$ cat src/sv/assert_macros.svh
// Assertion macros shared by the cache RTL.
// Every macro samples on clk and is disabled while rst_n is low.
`ifndef ASSERT_MACROS_SVH
`define ASSERT_MACROS_SVH

// Check that a property holds at every clock edge.
`define FWC_ASSERT(label, prop, msg) \
  label: assert property (@(posedge clk) disable iff (!rst_n) (prop)) else $error(msg);

// Check that an antecedent implies a consequent in the following cycle.
`define FWC_ASSERT_NEXT(label, ante, cons, msg) \
  label: assert property (@(posedge clk) disable iff (!rst_n) (ante) |=> (cons)) else $error(msg);

`endif

$ cat src/sv/fwc_pkg.sv
// Package for the four-way write-back cache: state type, control structs, byte mask.
// No dependencies.
`timescale 1ns / 1ps
package fwc_pkg;

  localparam int WAYS     = 4;
  localparam int WAY_BITS = 2;

  typedef enum logic [2:0] {
    ST_CLEAR,
    ST_IDLE,
    ST_LOOKUP,
    ST_WB,
    ST_FILL,
    ST_ACCESS,
    ST_RD
  } fwc_state_t;

  // controller -> datapath
  typedef struct packed {
    logic take_in;
    logic clear_wr;
    logic sel_way;
    logic wb_step;
    logic fill_step;
    logic finish;
  } fwc_cmd_t;

  // datapath -> controller
  typedef struct packed {
    logic clear_done;
    logic hit;
    logic dirty;
    logic cnt_done;
    logic out_busy;
  } fwc_sts_t;

  function automatic logic [31:0] strobe_mask(input logic [3:0] strobe);
    logic [31:0] m;
    m = '0;
    for (int b = 0; b < 4; b++) begin
      if (strobe[b]) m[8*b +: 8] = 8'hFF;
    end
    return m;
  endfunction

endpackage

$ cat src/sv/fwc_ctrl.sv
// Cache controller FSM: clear pass, lookup, writeback, refill, access, respond.
// Depends on fwc_pkg and assert_macros.svh.
`timescale 1ns / 1ps
`include "assert_macros.svh"
module fwc_ctrl (
  input  logic              clk,
  input  logic              rst_n,
  input  logic              in_valid,
  output logic              in_ready,
  input  fwc_pkg::fwc_sts_t sts,
  output fwc_pkg::fwc_cmd_t cmd
);
  import fwc_pkg::*;

  fwc_state_t state_r, state_nxt;

  always_ff @(posedge clk) begin
    if (!rst_n) state_r <= ST_CLEAR;
    else        state_r <= state_nxt;
  end

  always_comb begin
    state_nxt = state_r;
    unique case (state_r)
      ST_CLEAR:  if (sts.clear_done) state_nxt = ST_IDLE;
      ST_IDLE:   if (in_valid) state_nxt = ST_LOOKUP;
      ST_LOOKUP: begin
        if (sts.hit)        state_nxt = ST_RD;
        else if (sts.dirty) state_nxt = ST_WB;
        else                state_nxt = ST_FILL;
      end
      ST_WB:     if (sts.cnt_done) state_nxt = ST_FILL;
      ST_FILL:   if (sts.cnt_done) state_nxt = ST_ACCESS;
      ST_ACCESS: state_nxt = ST_RD;
      ST_RD:     if (!sts.out_busy) state_nxt = ST_IDLE;
      default:   state_nxt = ST_CLEAR;
    endcase
  end

  always_comb begin
    cmd      = '0;
    in_ready = 1'b0;
    unique case (state_r)
      ST_CLEAR:  cmd.clear_wr = 1'b1;
      ST_IDLE: begin
        in_ready    = 1'b1;
        cmd.take_in = in_valid;
      end
      ST_LOOKUP: cmd.sel_way = 1'b1;
      ST_WB:     cmd.wb_step = 1'b1;
      ST_FILL:   cmd.fill_step = 1'b1;
      ST_ACCESS: ;
      ST_RD:     cmd.finish = !sts.out_busy;
      default:   ;
    endcase
  end

  `FWC_ASSERT_NEXT(a_wb_then_fill, state_r == ST_WB && sts.cnt_done, state_r == ST_FILL, "writeback must be followed by refill")
  `FWC_ASSERT_NEXT(a_fill_then_access, state_r == ST_FILL && sts.cnt_done, state_r == ST_ACCESS, "refill must be followed by access")
  `FWC_ASSERT_NEXT(a_clear_once, state_r != ST_CLEAR, state_r != ST_CLEAR, "clear pass re-entered without reset")
endmodule

$ cat config.mk
export PLATFORM = sky130hd
export DESIGN_NAME = fwc_ctrl
export DESIGN_NICKNAME = d
export VERILOG_FILES = /design/src/sv/fwc_pkg.sv /design/src/sv/fwc_ctrl.sv
export VERILOG_INCLUDE_DIRS = /design/src /design/src/sv
export SDC_FILE = /design/constraint.sdc
export NUM_CORES = 1
export LEC_CHECK = 0
export BUFFER_PORTS_ARGS = -buffer_cell sky130_fd_sc_hd__buf_2
export CAP_MARGIN = 5
export CELL_PAD_IN_SITES_DETAIL_PLACEMENT = 0
export CELL_PAD_IN_SITES_GLOBAL_PLACEMENT = 1
export CORE_AREA = 2 2 39 41
export CTS_CLUSTER_SIZE = 28
export DETAILED_ROUTE_END_ITERATION = 12
export DIE_AREA = 0 0 41 43
export HOLD_SLACK_MARGIN = 0.08
export PLACE_DENSITY_LB_ADDON = 0.1
export REMOVE_ABC_BUFFERS = 1
export SLEW_MARGIN = 20
export SYNTH_ARGS = -nofsm -noshare
export SYNTH_HDL_FRONTEND = slang
export SYNTH_SLANG_ARGS = --single-unit
export TNS_END_PERCENT = 20
$ cat constraint.sdc
create_clock -name clk -period 1.7 [get_ports clk]
set_input_delay 0.085 -clock clk [delete_from_list [all_inputs] [get_ports clk]]
set_output_delay 0.085 -clock clk [all_outputs]
set_load 0.05 [all_outputs]
==> flow_summary.ini <==
[power_and_ir_drop]
powerDensity_nw_per_um2 = 1500
leakage_nw = 0.1895
ir_drop_v = 0.0006022

[die]
core_area_um2 = 1384
fp.dieW_um = 41
pin_count = 15
start_util_pct = 20.71
die-height_um = 43
dieArea_um2 = 1763
rows = 14

[drt]
drtAntennaViolNets = 0
drtIter0Drc = 2
wire_per_inst_um = 10.59
vias = 320
dr.pass1.iters = 2
drcViolationCount = 0
viasPerCell = 4.848
drt-total-wl_um = 699

[cells_and_area]
fin_util_pct = 27.58
area_growth_pct = 33.19
top_regs = state_r x3
nets = 59
layoutNonFillerInstCount = 66
largest_register = state_r
final_common_cell = buf_2
drive_gt1_share_pct = 48.00
antenna_cells = 0
largest_reg_flops = 3
final_area_um2 = 381.6
nFillCells = 161
final_cell_mix = 14 x buf_2, 3 x nor2_1, 3 x clkbuf_4, 3 x dfxtp_1

[global_route]
globalRouteOverflowTotal = 0
grt_max_degree = 15
grt.total_usage_pct = 9.538
grt_pass1_vias = 288
antenna_found_initial = 0
grt_first_pass_wirelength_mm = 1.138

[clock_network]
clk_path_buf_depth = 2
cts_inserted_buffers = 3
postCtsHoldBufs = 0
cts_root_buf = clkbuf_4
ctsResizeCount = 0
worstSkewPairLatency_ps = 230
post_cts_buffers = 0
clkSlewWorstSetupHoldPaths_ps = 30
htree_levels = 1
cts_tree = yes
clkSinkCount = 3

[timing]
fin_tns_setup_ps = 0
worstMarginPinSlew_ps = 397.0
fin_crit_ps = 1435
timing.fmax_ghz = 0.6970
drv_slew = 0
rsz0062_at_grt = false
max_slew_margin_pct = 73.50
postLayoutSetupSlackWorst_ps = 265.3
period_share_pct = 84.39
hold_viol_final = 0
fin_skew_ps = 2.096
setup_viol = 0

[worst_setup_path]
cp_slowest_cell = dfxtp_1
cp.depth = 4
cp.arrival_ps = 1350
critical_path_class = flip-flop to output pin
ff2ff_path_depth = 3
critPathCaptureType = output pin
crit_buf_inv = 2
startpoint_type = flip-flop
required_ps = 1620
slowest_delay_ps = 400
critPathMaxFanout = 10
cp_cell_sequence = inv_2, nand2_1, nor3b_1, buf_2
path_delay_family = buffers and inverters

[synth]
avgSynthCellArea_um2 = 8.186
synthDistinctLibCells = 24
ys_seq_area_share_pct = 20.96
syn_area_um2 = 286.5
synth_seq_cells = 3
synth-edff-count = 0
synthCells = 35
async_flop_share_pct = 0
ys.flop_type = dfxtp_1
ys_warn_count = 0

[placed_design]
dpl-instance-area_um2 = 355.3
placedCellCount = 62
numPortBuffers = 14
place.gp.congestion = 0.7502
dpl_worst_slack_ps = 334.8
hpwl_um = 566.7

[hold_path]
hold_path_depth = 3
hold_path.class = input port to flip-flop

[run_status]
status = finished clean

[run]
maxCapViolations = 0
==> layer usage <==
layer | vias up | part of all wire (%) | track usage (%)
met3 | 0 | 5.4 | 4.712
met1 | 152 | 45 | 11.25
met4 | 0 | 0 | 6.000
met5 | - | 0 | 0
met2 | 7 | 49 | 13.13
li1 | 161 | - | -
==> worst min-delay path: stages <==
cell and delay, ps:
buf_2 90, nand4_1 120, o41ai_2 70
==> stage by stage <==
| step | hold WS, ps | total power [W] |
|---|---|---|
| after global placement | 384.5 | 0.0004581 |
| after detailed placement | 382.0 | 0.0004568 |
| after CTS | 141.4 | 0.0005828 |
| after floorplan | 259.2 | 0.0003832 |
| final | 168.3 | 0.0005723 |
| after global routing | 162.3 | 0.0006255 |
==> final cells by class <==
| cell class | instances | area (um2) | area share, % |
|---|---|---|---|
| Clock buffer | 4 | 26.28 | 6.885 |
| Timing Repair Buffer | 14 | 70.07 | 18.36 |
| Inverter | 3 | 11.26 | 2.951 |
| Multi-Input combinational cell | 26 | 193.9 | 50.82 |
| Tap cell | 16 | 20.02 | 5.246 |
| Sequential cell | 3 | 60.06 | 15.74 |
==> cell families (layout without fill, tap and decap cells) <==
logic type / after synthesis / in the layout / share of synthesized area, %
and+or+nand+nor: 15 / 15 / 31.00
AOI/OAI and AO/OA: 9 / 9 / 29.69
muxes: 2 / 2 / 6.987
DFF: 3 / 3 / 20.96
buffers and inverters: 6 / 21 / 11.35
==> cell usage after synthesis, drive strengths merged (2+ instances only) <==
| master | n | share of area (%) |
|---|---|---|
| inv | 3 | 3.9 |
| buf | 3 | 7.4 |
| nor3b | 2 | 5.2 |
| nor3 | 2 | 3.5 |
| and3 | 3 | 7.4 |
| nand2b | 2 | 4.4 |
| mux2i | 2 | 7.0 |
| dfxtp | 3 | 21 |
| nor2 | 3 | 3.9 |
==> where the power goes <==
| part | switching (W) | internal (W) |
|---|---|---|
| sequential | 0.0000497 | 0.0000888 |
| clock | 0.0000318 | 0.0000876 |
| combinational | 0.000213 | 0.000101 |
==> worst paths after layout <==
kind | start | end | slack (ps)
hold reg to reg | state_r[0]$_SDFFE_PN0P_ | state_r[0]$_SDFFE_PN0P_ | 680
setup / recovery | state_r[0]$_SDFFE_PN0P_ | cmd[0] | 270
hold / removal | rst_n | state_r[0]$_SDFFE_PN0P_ | 170
setup reg to reg | state_r[0]$_SDFFE_PN0P_ | state_r[1]$_SDFFE_PN0P_ | 360
(Power assumes the default switching activity.)
